===== config.mk =====
export PLATFORM = sky130hd
export DESIGN_NAME = one_letter_three_char_decider_top
export DESIGN_NICKNAME = d
export VERILOG_FILES = /design/src/oltcd_pkg.sv /design/src/oltcd_tracker.sv /design/src/oltcd_decide.sv /design/src/one_letter_three_char_decider_top.sv
export VERILOG_INCLUDE_DIRS = /design/src /design/src/src
export SDC_FILE = /design/constraint.sdc
export NUM_CORES = 1
export LEC_CHECK = 0
export BUFFER_PORTS_ARGS = -buffer_cell sky130_fd_sc_hd__buf_2
export CAP_MARGIN = 20
export CORE_UTILIZATION = 45
export CTS_BUF_LIST = sky130_fd_sc_hd__clkbuf_4 sky130_fd_sc_hd__clkbuf_8
export DETAILED_ROUTE_END_ITERATION = 16
export HOLD_SLACK_MARGIN = 0.1
export PLACE_DENSITY_LB_ADDON = 0.05
export SLEW_MARGIN = 20
export SYNTH_ARGS = -nofsm -noshare
export SYNTH_HDL_FRONTEND = slang
export SYNTH_SLANG_ARGS = --single-unit
export TNS_END_PERCENT = 30

===== constraint.sdc =====
create_clock -name clk -period 5.5 [get_ports clk]
set_input_delay 0.55 -clock clk [delete_from_list [all_inputs] [get_ports clk]]
set_output_delay 0.55 -clock clk [all_outputs]
set_load 0.005 [all_outputs]

===== src/one_letter_three_char_decider_top_assert.svh =====
// Assertion macros shared by the decider RTL; they compile to nothing in synthesis.
`ifndef ONE_LETTER_THREE_CHAR_DECIDER_TOP_ASSERT_SVH
`define ONE_LETTER_THREE_CHAR_DECIDER_TOP_ASSERT_SVH

`ifndef SYNTHESIS
`define OLTCD_ASSERT_SAME(label, pre, post) \
  label: assert property (@(posedge clk) disable iff (rst) (pre) |-> (post)) \
    else $error("decider check failed");
`define OLTCD_ASSERT_NEXT(label, pre, post) \
  label: assert property (@(posedge clk) disable iff (rst) (pre) |=> (post)) \
    else $error("decider check failed");
`else
`define OLTCD_ASSERT_SAME(label, pre, post)
`define OLTCD_ASSERT_NEXT(label, pre, post)
`endif

`endif


===== src/oltcd_pkg.sv =====
// Shared types, constants and codes of the one-letter three-character decider.
package oltcd_pkg;

  localparam int SCORE_BITS  = 16;
  localparam int CLASS_COUNT = 36;
  localparam int CLASS_W     = 6;
  localparam int NUM_POS     = 3;
  localparam int POS_W       = 2;
  localparam int SUM_W       = SCORE_BITS + 2;

  localparam logic [CLASS_W-1:0] FIRST_LETTER = CLASS_W'(10);
  localparam logic [CLASS_W:0]   CLASS_LIMIT  = (CLASS_W + 1)'(CLASS_COUNT);
  localparam logic [POS_W-1:0]   POS_LIMIT    = POS_W'(NUM_POS);

  typedef enum logic {
    CMD_LOAD   = 1'b0,
    CMD_DECIDE = 1'b1
  } cmd_t;

  typedef struct packed {
    logic [SCORE_BITS-1:0] score;
    logic [CLASS_W-1:0]    cls;
    logic                  seen;
  } best_t;

  typedef struct packed {
    best_t letter;
    best_t digit;
  } pos_best_t;

  // Score update request from the input stage to the trackers.
  typedef struct packed {
    logic                  en;
    logic                  clr;
    logic [POS_W-1:0]      pos;
    logic [CLASS_W-1:0]    cls;
    logic [SCORE_BITS-1:0] score;
  } upd_t;

  typedef struct packed {
    logic [CLASS_W-1:0] code_first;
    logic [CLASS_W-1:0] code_second;
    logic [CLASS_W-1:0] code_third;
    logic               kept_prior;
  } res_t;

  localparam pos_best_t POS_RESET = '{
    letter: '{score: '0, cls: FIRST_LETTER, seen: 1'b0},
    digit:  '{score: '0, cls: '0,           seen: 1'b0}
  };

endpackage


===== src/oltcd_tracker.sv =====
// Running best digit and best letter per character position.
module oltcd_tracker (
  input  logic                                           clk,
  input  logic                                           rst,
  input  oltcd_pkg::upd_t                                upd,
  output oltcd_pkg::pos_best_t [oltcd_pkg::NUM_POS-1:0]  best
);

  oltcd_pkg::pos_best_t [oltcd_pkg::NUM_POS-1:0] best_next;

  // A new score wins if the group is empty, it is higher, or it ties with a lower class.
  function automatic logic wins(input oltcd_pkg::best_t b,
                                input logic [oltcd_pkg::SCORE_BITS-1:0] s,
                                input logic [oltcd_pkg::CLASS_W-1:0] c);
    return !b.seen || (s > b.score) || ((s == b.score) && (c < b.cls));
  endfunction

  always_comb begin
    best_next = best;
    if (upd.clr) begin
      for (int p = 0; p < oltcd_pkg::NUM_POS; p++) begin
        best_next[p] = oltcd_pkg::POS_RESET;
      end
    end else if (upd.en) begin
      if (upd.cls >= oltcd_pkg::FIRST_LETTER) begin
        if (wins(best[upd.pos].letter, upd.score, upd.cls)) begin
          best_next[upd.pos].letter = '{score: upd.score, cls: upd.cls, seen: 1'b1};
        end
      end else begin
        if (wins(best[upd.pos].digit, upd.score, upd.cls)) begin
          best_next[upd.pos].digit = '{score: upd.score, cls: upd.cls, seen: 1'b1};
        end
      end
    end
  end

  always_ff @(posedge clk) begin
    if (rst) begin
      for (int p = 0; p < oltcd_pkg::NUM_POS; p++) begin
        best[p] <= oltcd_pkg::POS_RESET;
      end
    end else begin
      best <= best_next;
    end
  end

endmodule


===== src/oltcd_decide.sv =====
// Chooses the letter position from the tracked bests, or keeps the prior codes.
module oltcd_decide (
  input  oltcd_pkg::pos_best_t [oltcd_pkg::NUM_POS-1:0] best,
  input  logic [oltcd_pkg::CLASS_W-1:0]                 prior_first,
  input  logic [oltcd_pkg::CLASS_W-1:0]                 prior_second,
  input  logic [oltcd_pkg::CLASS_W-1:0]                 prior_third,
  output oltcd_pkg::res_t                               res
);

  logic                        let_a;
  logic                        let_b;
  logic                        let_c;
  logic [1:0]                  letter_cnt;
  logic [oltcd_pkg::SUM_W-1:0] sum_l0;
  logic [oltcd_pkg::SUM_W-1:0] sum_l1;
  logic [oltcd_pkg::SUM_W-1:0] sum_l2;

  assign let_a      = prior_first  >= oltcd_pkg::FIRST_LETTER;
  assign let_b      = prior_second >= oltcd_pkg::FIRST_LETTER;
  assign let_c      = prior_third  >= oltcd_pkg::FIRST_LETTER;
  assign letter_cnt = {1'b0, let_a} + {1'b0, let_b} + {1'b0, let_c};

  assign sum_l0 = oltcd_pkg::SUM_W'(best[0].letter.score) + oltcd_pkg::SUM_W'(best[1].digit.score)
                + oltcd_pkg::SUM_W'(best[2].digit.score);
  assign sum_l1 = oltcd_pkg::SUM_W'(best[0].digit.score) + oltcd_pkg::SUM_W'(best[1].letter.score)
                + oltcd_pkg::SUM_W'(best[2].digit.score);
  assign sum_l2 = oltcd_pkg::SUM_W'(best[0].digit.score) + oltcd_pkg::SUM_W'(best[1].digit.score)
                + oltcd_pkg::SUM_W'(best[2].letter.score);

  // Letter-first is the fallback whenever no other arrangement is strictly largest.
  always_comb begin
    if (letter_cnt == 2'd1) begin
      res = '{code_first: prior_first, code_second: prior_second,
              code_third: prior_third, kept_prior: 1'b1};
    end else if ((sum_l2 > sum_l1) && (sum_l2 > sum_l0)) begin
      res = '{code_first: best[0].digit.cls, code_second: best[1].digit.cls,
              code_third: best[2].letter.cls, kept_prior: 1'b0};
    end else if ((sum_l1 > sum_l0) && (sum_l1 > sum_l2)) begin
      res = '{code_first: best[0].digit.cls, code_second: best[1].letter.cls,
              code_third: best[2].digit.cls, kept_prior: 1'b0};
    end else begin
      res = '{code_first: best[0].letter.cls, code_second: best[1].digit.cls,
              code_third: best[2].digit.cls, kept_prior: 1'b0};
    end
  end

endmodule


===== src/one_letter_three_char_decider_top.sv =====
// Top level of the one-letter three-character decider.
// A decide item's result is loaded into the result register when the item leaves the input register.
// Throughput: one item per cycle; a decide item waits only while the result register is stalled.
// Score items never wait on the output side, since they produce no result.
// Reset (synchronous, active high) empties both registers and clears every tracker.
`include "one_letter_three_char_decider_top_assert.svh"

module one_letter_three_char_decider_top (
  input  logic                             clk,
  input  logic                             rst,
  input  logic                             in_valid,
  output logic                             in_stall,
  input  logic                             cmd,
  input  logic [oltcd_pkg::POS_W-1:0]      position,
  input  logic [oltcd_pkg::CLASS_W-1:0]    class_code,
  input  logic [oltcd_pkg::SCORE_BITS-1:0] score,
  input  logic [oltcd_pkg::CLASS_W-1:0]    prior_first,
  input  logic [oltcd_pkg::CLASS_W-1:0]    prior_second,
  input  logic [oltcd_pkg::CLASS_W-1:0]    prior_third,
  output logic                             out_valid,
  input  logic                             out_stall,
  output logic [oltcd_pkg::CLASS_W-1:0]    code_first,
  output logic [oltcd_pkg::CLASS_W-1:0]    code_second,
  output logic [oltcd_pkg::CLASS_W-1:0]    code_third,
  output logic                             kept_prior
);

  logic                                          s1_valid;
  oltcd_pkg::cmd_t                               s1_cmd;
  logic [oltcd_pkg::POS_W-1:0]                   s1_position;
  logic [oltcd_pkg::CLASS_W-1:0]                 s1_class;
  logic [oltcd_pkg::SCORE_BITS-1:0]              s1_score;
  logic [oltcd_pkg::CLASS_W-1:0]                 s1_prior_first;
  logic [oltcd_pkg::CLASS_W-1:0]                 s1_prior_second;
  logic [oltcd_pkg::CLASS_W-1:0]                 s1_prior_third;
  logic                                          s1_adv;
  logic                                          out_load;
  oltcd_pkg::upd_t                               upd;
  oltcd_pkg::pos_best_t [oltcd_pkg::NUM_POS-1:0] best;
  oltcd_pkg::res_t                               res;

  // A score item always moves on; a decide item needs the result register free.
  assign s1_adv   = s1_valid && ((s1_cmd == oltcd_pkg::CMD_LOAD) || !out_valid || !out_stall);
  assign in_stall = s1_valid && !s1_adv;
  assign out_load = s1_adv && (s1_cmd == oltcd_pkg::CMD_DECIDE);

  always_ff @(posedge clk) begin
    if (rst) begin
      s1_valid <= 1'b0;
    end else if (in_valid && !in_stall) begin
      s1_valid <= 1'b1;
    end else if (s1_adv) begin
      s1_valid <= 1'b0;
    end
  end

  always_ff @(posedge clk) begin
    if (in_valid && !in_stall) begin
      s1_cmd          <= oltcd_pkg::cmd_t'(cmd);
      s1_position     <= position;
      s1_class        <= class_code;
      s1_score        <= score;
      s1_prior_first  <= prior_first;
      s1_prior_second <= prior_second;
      s1_prior_third  <= prior_third;
    end
  end

  // Out-of-range positions and classes are dropped here.
  always_comb begin
    upd.en    = s1_adv && (s1_cmd == oltcd_pkg::CMD_LOAD)
             && (s1_position < oltcd_pkg::POS_LIMIT)
             && ({1'b0, s1_class} < oltcd_pkg::CLASS_LIMIT);
    upd.clr   = out_load;
    upd.pos   = s1_position;
    upd.cls   = s1_class;
    upd.score = s1_score;
  end

  oltcd_tracker u_tracker (
    .clk  (clk),
    .rst  (rst),
    .upd  (upd),
    .best (best)
  );

  oltcd_decide u_decide (
    .best         (best),
    .prior_first  (s1_prior_first),
    .prior_second (s1_prior_second),
    .prior_third  (s1_prior_third),
    .res          (res)
  );

  always_ff @(posedge clk) begin
    if (rst) begin
      out_valid <= 1'b0;
    end else if (out_load) begin
      out_valid <= 1'b1;
    end else if (!out_stall) begin
      out_valid <= 1'b0;
    end
  end

  always_ff @(posedge clk) begin
    if (out_load) begin
      code_first  <= res.code_first;
      code_second <= res.code_second;
      code_third  <= res.code_third;
      kept_prior  <= res.kept_prior;
    end
  end

  // Every delivered result holds exactly one letter code.
  `OLTCD_ASSERT_SAME(a_one_letter, out_valid, $countones({code_first >= oltcd_pkg::FIRST_LETTER, code_second >= oltcd_pkg::FIRST_LETTER, code_third >= oltcd_pkg::FIRST_LETTER}) == 1)
  // A decide transfer leaves all trackers empty.
  `OLTCD_ASSERT_NEXT(a_cleared, out_load, !best[0].letter.seen && !best[0].digit.seen && !best[1].letter.seen && !best[1].digit.seen && !best[2].letter.seen && !best[2].digit.seen)
  // Input waits only behind a decide item blocked by a stalled result.
  `OLTCD_ASSERT_SAME(a_stall_cause, in_stall, s1_valid && (s1_cmd == oltcd_pkg::CMD_DECIDE) && out_valid && out_stall)

endmodule


Word level (Yosys, flattened, before mapping)
Cells that the tools add are included.
{"block": "totals", "reg_bits": 202, "out_inout_bits": 21, "elab_cells": 107}
{"block": "op_classes", "n_addsub": 8, "n_lt_le_gt_ge": 16, "eq_ne": 5, "n_mux": 18, "bitwise": 1, "n_reduce_logical": 28}
{"cell": "138-bit two-way mux", "n": 3}
{"cell": "138-bit bitwise mux", "n": 2}
{"cell": "46-bit demux with 2-bit select", "n": 2}
{"cell": "46-bit binary-select mux with 2-bit select", "n": 1}
{"cell": "46-bit two-way mux", "n": 2}
{"cell": "18-bit greater-than comparator", "n": 4}
{"cell": "19-bit two-way mux", "n": 3}
{"cell": "18-bit by 16-bit adder with 18-bit output", "n": 3}
{"cell": "16-bit by 16-bit adder with 17-bit output", "n": 3}
{"cell": "16-bit == test", "n": 2}
{"cell": "16-bit greater-than comparator", "n": 2}
{"cell": "6-bit by 4-bit greater-or-equal comparator with 1-bit output (second input constant)", "n": 4}
{"cell": "23-bit two-way mux", "n": 1}
{"cell": "1-bit logical AND", "n": 12}
{"cell": "6-bit < comparator", "n": 2}
{"cell": "1-bit logical NOT", "n": 6}
{"cell": "1-bit logical OR", "n": 6}
{"cell": "6-bit < comparator (second input constant)", "n": 1}
{"cell": "1-bit two-way mux", "n": 4}
{"cell": "2-bit nonzero test", "n": 2}
{"cell": "2-bit by 3-bit < comparator with 1-bit output (second input constant)", "n": 1}
{"cell": "3-bit AND reduction", "n": 1}
{"cell": "1-bit by 1-bit adder with 2-bit output", "n": 1}
{"cell": "2-bit by 1-bit adder with 2-bit output", "n": 1}
{"cell": "other kinds (7)", "n": 7}

Depth between registers and ports, before layout
Gate-level depths: netlist of run 1.
{"block": "logic_depth", "ltp_word": 9, "ltp_mapped": 31, "ltp_nobuf": 30}

Modules after synthesis
Synthesis of run 1 repeated with hierarchy kept, for this count alone.
{"block": "unflattened", "hier_cells": 1416, "area_unflattened_um2": 13858.3}
{"mod": "oltcd_tracker", "n_inst": 1, "cells_per_inst": 752, "area_each_um2": 6942.9}
{"mod": "oltcd_decide", "n_inst": 1, "cells_per_inst": 588, "area_each_um2": 4949.7}
{"mod": "one_letter_three_char_decider_top", "n_inst": 1, "cells_per_inst": 76, "area_each_um2": 1965.6}

Worst setup path before layout of run 1
Ideal clock, no wire load.
{"block": "synth_path", "kind": "reg-to-reg", "start": "register u_tracker.best[7] (netlist name)", "end": "register code_second[0] in the netlist's numbering (data pin)", "setup_time_ps": 268, "arrival_ps": 5636, "path_slack_ps": -404, "stages_incl_launch_ff": 27, "path_buffers": 0, "synth_period_minus_slack_ps": 5904, "cell_sequence": "dfxtp_1 > ha_1 > inv_1 > fa_1 > nor2b_4 > o31a_1 > or4_1 > a31o_2 > a21o_1 > a21oi_1 > xnor2_1 > ha_1 > nand2_1 > o41ai_2 > a211oi_2 > o31ai_4 > xor2_2 > inv_1 > ha_1 > a21o_1 > a21o_1 > a2111oi_0 > and3_1 > a22o_1 > nand2_2 > mux2i_1 > o21ai_0"}
{"item": "end signal: assignment", "line": "one_letter_three_char_decider_top.sv:108", "source": "code_second <= res.code_second;"}
{"item": "end: declaration", "line": "one_letter_three_char_decider_top.sv:23", "source": "output logic [oltcd_pkg::CLASS_W-1:0] code_second,"}

==> reports/qor.txt, run 1 <==
worst hold path class -> input pin to register
drt total wl -> 45,600 um
Slew Limit Headroom -> 31.3%
first-pass GRT wire length -> 69,800 um
arrival time of the worst setup path -> 6430 ps
CTS Hold Bufs -> 0
peak supply drop -> 0.000182 V
worst slew pin tran -> 1030 ps
nets -> 2,197
max_cap viols -> 0
initial core utilization -> 46.3%
I/O pin cnt -> 68
post-synthesis sequential area ratio -> 31.6%
Core Util, Final -> 57.7%
H-tree Lvls -> 2
later-pin clock latency in the skew report -> 540 ps
Design Power -> 3.32 mW
reg2reg path depth -> 31
fmax -> 0.163 GHz
Top delay family on crit path -> compound AO/OA/AOI/OAI gates
Post-route DRC -> 0
Antenna Cells -> 0
Core Area -> 31,900 um^2
root buffer cell -> clkbuf_8
Global Route Usage Sum -> 27.2%
Worst Path Required -> 5780 ps
die height -> 183 um
Post-Syn Area -> 14,700 um^2
crit path kind -> register to register
minimum clock period -> 6150 ps
Worst Skew -> 29.2 ps
GP Congestion -> 0.896
most frequent cells in the layout -> buf_4, ha_1, nor2_1
Main synth FF type -> dfxtp_1
fin cells -> 2,414
Power per Cell Area -> 180 nW/um^2
Crit. path cell count -> 31
Static Leak -> 8.83 nW
FF+latch count, synth -> 202
Yosys cell types -> 84
Area Overhead vs Synth -> 24.7%
CP peak stage delay -> 490 ps
vias in the first global route -> 12,500
Synth Instances -> 1,658
TritonRoute pass-1 iters -> 5
CTS tree -> done
pin count of the biggest net entering global routing -> 70
Reg clk slew, reported paths -> 60 ps
final-report hold violation count -> 0
Worst path slowest cell -> or4_4
row count -> 65
RSZ-0062 raised after global routing -> yes
Final period util -> 112%
clock buffer depth -> 3
Crit Path Max Fanout -> 6
WHS Path Cells -> 1
placed inst area -> 17,300 um^2
syn nets -> 1,903
crit end category -> register
violated checks -> negative setup slack
1st-iter DRT viols -> 837
pre-CTS WS -> -802 ps
element type at the critical path start -> register
status -> complete, but fails checks
Antenna Nets Post-Route -> 0
drt wl/cell -> 18.9 um
die width -> 183 um
final setup vio count -> 18
PortBufs -> 67
initial antenna violation count -> 0
layout cells sized above 1 -> 24.3%
Avg Inst Size Synth -> 8.89 um^2
clock sinks -> 202
setup ws final -> -649 ps
hpwl dp -> 35,900 um
vias after detailed routing -> 13,200
placed insts -> 2,335
ys async rst share -> 0%
Vias/cell -> 5.46
CTS buffer count -> 36
DIE AREA -> 33,500 um^2
commonest non-fill, non-tap cell in the layout -> buf_4
GR Overflow Total -> 0
Finished Cell Area -> 18,400 um^2
EDFF count, synth -> 62
Max Slew Vio Count -> 0
Critical path buffers and inverters -> 5
Ys Warns -> 0
[area by class of cell]
class | count | area [um^2]
clock buffers | 62 | 703
clock inverters | 3 | 32.5
fillers | 2942 | 13500
inverters | 66 | 248
multi-input cells | 1323 | 9890
flip-flops and latches | 202 | 4670
well taps | 435 | 544
repair buffers | 323 | 2310
[through the flow]
| stage | TNS (ps) | hold slack [ps] |
|---|---|---|
| after floorplan | -1860 | 425 |
| after global placement | -13120 | 435 |
| after detailed placement | -13740 | 440 |
| after CTS | -10200 | 153 |
| after global routing | -14290 | 166 |
| final | -10140 | 180 |
[path summary, 6_finish.rpt]
kind | start | to | slack [ps]
setup reg to reg | u_tracker.best[76] | code_first[3] | -650
setup / recovery | u_tracker.best[76] | code_first[3] | -650
hold reg to reg | u_tracker.best[115] | u_tracker.best[115] | 440
hold / removal | prior_first[0] | s1_prior_first[0] | 180
[cell usage after synthesis (4+ instances only)]
library cell / number / area, um^2
a211oi_1: 4 / 30.0
dfxtp_1: 140 / 2800
a21oi_1: 139 / 696
ha_1: 191 / 2390
fa_1: 7 / 140
o211ai_1: 6 / 45.0
nand2_1: 129 / 484
nor2_1: 157 / 589
nand3_1: 80 / 400
buf_1: 9 / 33.8
clkbuf_1: 48 / 180
o31ai_1: 8 / 60.1
nor3_1: 20 / 100
o2111ai_1: 5 / 43.8
o21ai_0: 109 / 546
o21ai_1: 17 / 85.1
or2_2: 5 / 31.3
xor2_1: 30 / 263
buf_2: 9 / 45.0
nor2b_1: 15 / 93.8
o21a_1: 22 / 165
inv_1: 66 / 248
nand4_1: 17 / 106
and3_1: 5 / 31.3
xnor2_1: 53 / 464
a21o_1: 42 / 315
a32o_1: 6 / 60.1
maj3_2: 4 / 45.0
mux2i_1: 126 / 1260
a31oi_1: 6 / 37.5
and2_1: 4 / 25.0
nand2b_1: 21 / 131
edfxtp_1: 62 / 1860
o21bai_1: 17 / 128
nor3b_1: 6 / 45.0
[state kept, by name, summed over array words and instances, names as in the netlist]
register and count:
s1_valid 1, s1_prior_third 6, s1_prior_first 6, u_tracker.best 138, code_first 6, s1_position 2
out_valid 1, s1_class 6, s1_score 16, s1_prior_second 6, s1_cmd 1, code_third 6
kept_prior 1, code_second 6
[logic make-up (layout without fill, tap and decap cells)]
family / Yosys count / in the layout / synth area share (%)
adders and majority gates: 203 / 203 / 17.5
AOI/OAI and AO/OA: 427 / 427 / 18.4
muxes: 126 / 126 / 8.55
xor gates and xnor gates: 87 / 87 / 5.41
DFF: 202 / 202 / 31.6
and+or+nand+nor: 480 / 480 / 14.9
buffers and inverters: 133 / 454 / 3.51
[routing by layer]
layer	up-vias	share of wire [%]	global-route usage, %
li1	6574	-	-
met1	6191	51	41.4
met2	352	42	40.2
met3	56	5.6	3.38
met4	0	2.2	6.83
met5	-	0	0
[where the power goes]
part           internal [mW]  switching, mW
registers               1.56         0.0367
logic                  0.117          0.160
clock network          0.806          0.635
[timing repair]
item,in CTS,in global routing
gates cloned,0,0
pin swaps,13,31
gates resized for setup,13,40
setup buffers,6,10
endpoints found under the setup margin,18,18
Note: power is estimated with default switching activity, not from simulation.
==> run 2, diff against run 1 <==
CTS_CLUSTER_SIZE = 10   (was not set)
clock period = 7 ns   (was 5.5 ns; I/O delays follow)
==> run 2 against run 1 <==
Effect of this change:
- largest cell class unchanged
- the run now ends clean
- count of clock-buffer cells in the layout stayed put
- total power decreased by 18%
- global-route usage is 0.58 points lower
==> reports/qor.txt, run 2 (synthesis results as in run 1) <==
status -> completed
WHS Path Cells -> 1 (unchanged)
pre-CTS WS -> 350 ps (+1150 ps)
Top delay family on crit path -> compound AO/OA/AOI/OAI gates
Worst path slowest cell -> or4_1
max_cap viols -> 0 (unchanged)
Area Overhead vs Synth -> 11.6%
Vias/cell -> 5.67 (+3.9%)
R2R Path Start -> u_tracker.best[7]
minimum clock period -> 6610 ps (+464 ps)
r2r endpoint -> code_first[0]
final setup vio count -> 0 (-18)
die width -> 183 um (unchanged)
arrival time of the worst setup path -> 6900 ps (+470 ps)
peak supply drop -> 0.000154 V (-15%)
Static Leak -> 7.55 nW (-14%)
Antenna Cells -> 0 (unchanged)
Finished Cell Area -> 16,500 um^2 (-11%)
Critical path buffers and inverters -> 5 (unchanged)
DIE AREA -> 33,500 um^2 (unchanged)
nets -> 1,968 (-10%)
TritonRoute pass-1 iters -> 5 (unchanged)
vias in the first global route -> 11,400 (-8.3%)
commonest non-fill, non-tap cell in the layout -> ha_1
element type at the critical path start -> register
setup ws final -> 387 ps (+1040 ps)
hpwl dp -> 34,400 um (-4.4%)
fmax -> 0.151 GHz (-7.0%)
hold endpoint -> s1_prior_second[2]
layout cells sized above 1 -> 11.8% (-12 points)
vias after detailed routing -> 12,400 (-6.0%)
crit end category -> register
most frequent cells in the layout -> ha_1, nor2_1, dfxtp_1
H-tree Lvls -> 2 (unchanged)
Antenna Nets Post-Route -> 0 (unchanged)
initial core utilization -> 46.3% (unchanged)
Final period util -> 94.5% (-17 points)
clock sinks -> 202 (unchanged)
drt total wl -> 44,100 um (-3.4%)
GR Overflow Total -> 0 (unchanged)
die height -> 183 um (unchanged)
root buffer cell -> clkbuf_8
Worst Path Required -> 7280 ps (+1500 ps)
CTS Hold Bufs -> 0 (unchanged)
Global Route Usage Sum -> 26.6% (-0.58 points)
GP Congestion -> 0.933 (+4.2%)
later-pin clock latency in the skew report -> 550 ps (about the same)
most frequent CP cell -> ha_1
Crit. path cell count -> 30 (-3.2%)
Crit Path Max Fanout -> 6 (unchanged)
initial antenna violation count -> 0 (unchanged)
clock buffer depth -> 3 (unchanged)
CTS tree -> done
1st-iter DRT viols -> 1,063 (+27%)
worst hold path startpoint -> prior_second[2]
Biggest register -> u_tracker.best
top flop regs -> u_tracker.best x138, s1_score x16
r2r setup slk -> 390 ps (+1040 ps)
Slew Limit Headroom -> 34.0% (+2.7 points)
WHS -> 324 ps (+144 ps)
final-report hold violation count -> 0 (unchanged)
I/O pin cnt -> 68 (unchanged)
Power per Cell Area -> 165 nW/um^2 (-8.8%)
PortBufs -> 67 (unchanged)
drt wl/cell -> 20.2 um (+6.7%)
row count -> 65 (unchanged)
crit path kind -> register to register
placed inst area -> 15,600 um^2 (-9.8%)
CP peak stage delay -> 400 ps (-90 ps)
Largest register FFs -> 138 (unchanged)
Max Slew Vio Count -> 0 (unchanged)
first-pass GRT wire length -> 68,100 um (-2.5%)
worst slew pin tran -> 991 ps (-40.4 ps)
Worst Skew -> 38.9 ps (+9.69 ps)
Post-route DRC -> 0 (unchanged)
worst hold path class -> input pin to register
reg2reg path depth -> 30 (-3.2%)
Core Util, Final -> 51.6% (-6.1 points)
Core Area -> 31,900 um^2 (unchanged)
pin count of the biggest net entering global routing -> 78 (+11%)
Setup TNS Final -> 0 ps (+10,140 ps)
setup bufs post-CTS -> 0 (-6)
CTS buffer count -> 37 (+2.8%)
Reg clk slew, reported paths -> 60 ps (about the same)
==> run 2: worst max-delay path by stage <==
stage                           start             end  slack (ps)
global placement    u_tracker.best[8]   code_third[3]         460
global route        u_tracker.best[7]   code_first[0]         -10
CTS                 u_tracker.best[7]   code_third[3]         310
finish              u_tracker.best[7]   code_first[0]         390
detailed placement  u_tracker.best[7]   code_third[3]         350
floorplan           u_tracker.best[7]  code_second[0]        1100
==> run 2: per-layer routing <==
layer / routed length, um / GRT usage [%] / up-vias
met5: 0 / 0 / -
met4: 994 / 6.63 / 0
met3: 2550 / 3.08 / 57
met2: 17400 / 36.7 / 355
met1: 23200 / 42.9 / 5840
li1: - / - / 6136
==> run 2: area by class of cell <==
cell class	count	area, um^2
clock buffers	62	734
clock inverters	4	83.8
fillers	3100	15400
inverters	66	248
multi-input cells	1323	9630
flip-flops and latches	202	4660
well taps	435	544
repair buffers	93	556
==> run 2: timing repair <==
item                                    CTS  global route
hold endpoints to repair                  0             0
resized for setup                         0             3
endpoints found under the setup margin    0            12
==> run 2: power breakdown <==
group          internal (mW)  leakage, nW  switching (mW)
Combinational         0.0799         5.38           0.123
Clock                  0.735        0.432           0.512
Sequential              1.23         1.75          0.0289
==> run 2: metrics by stage <==
step	std cells	power, mW
after floorplan	1658	1.40
after global placement	2119	1.48
after detailed placement	2119	1.48
after CTS	2185	2.73
after global routing	2185	2.81
final	2185	2.71
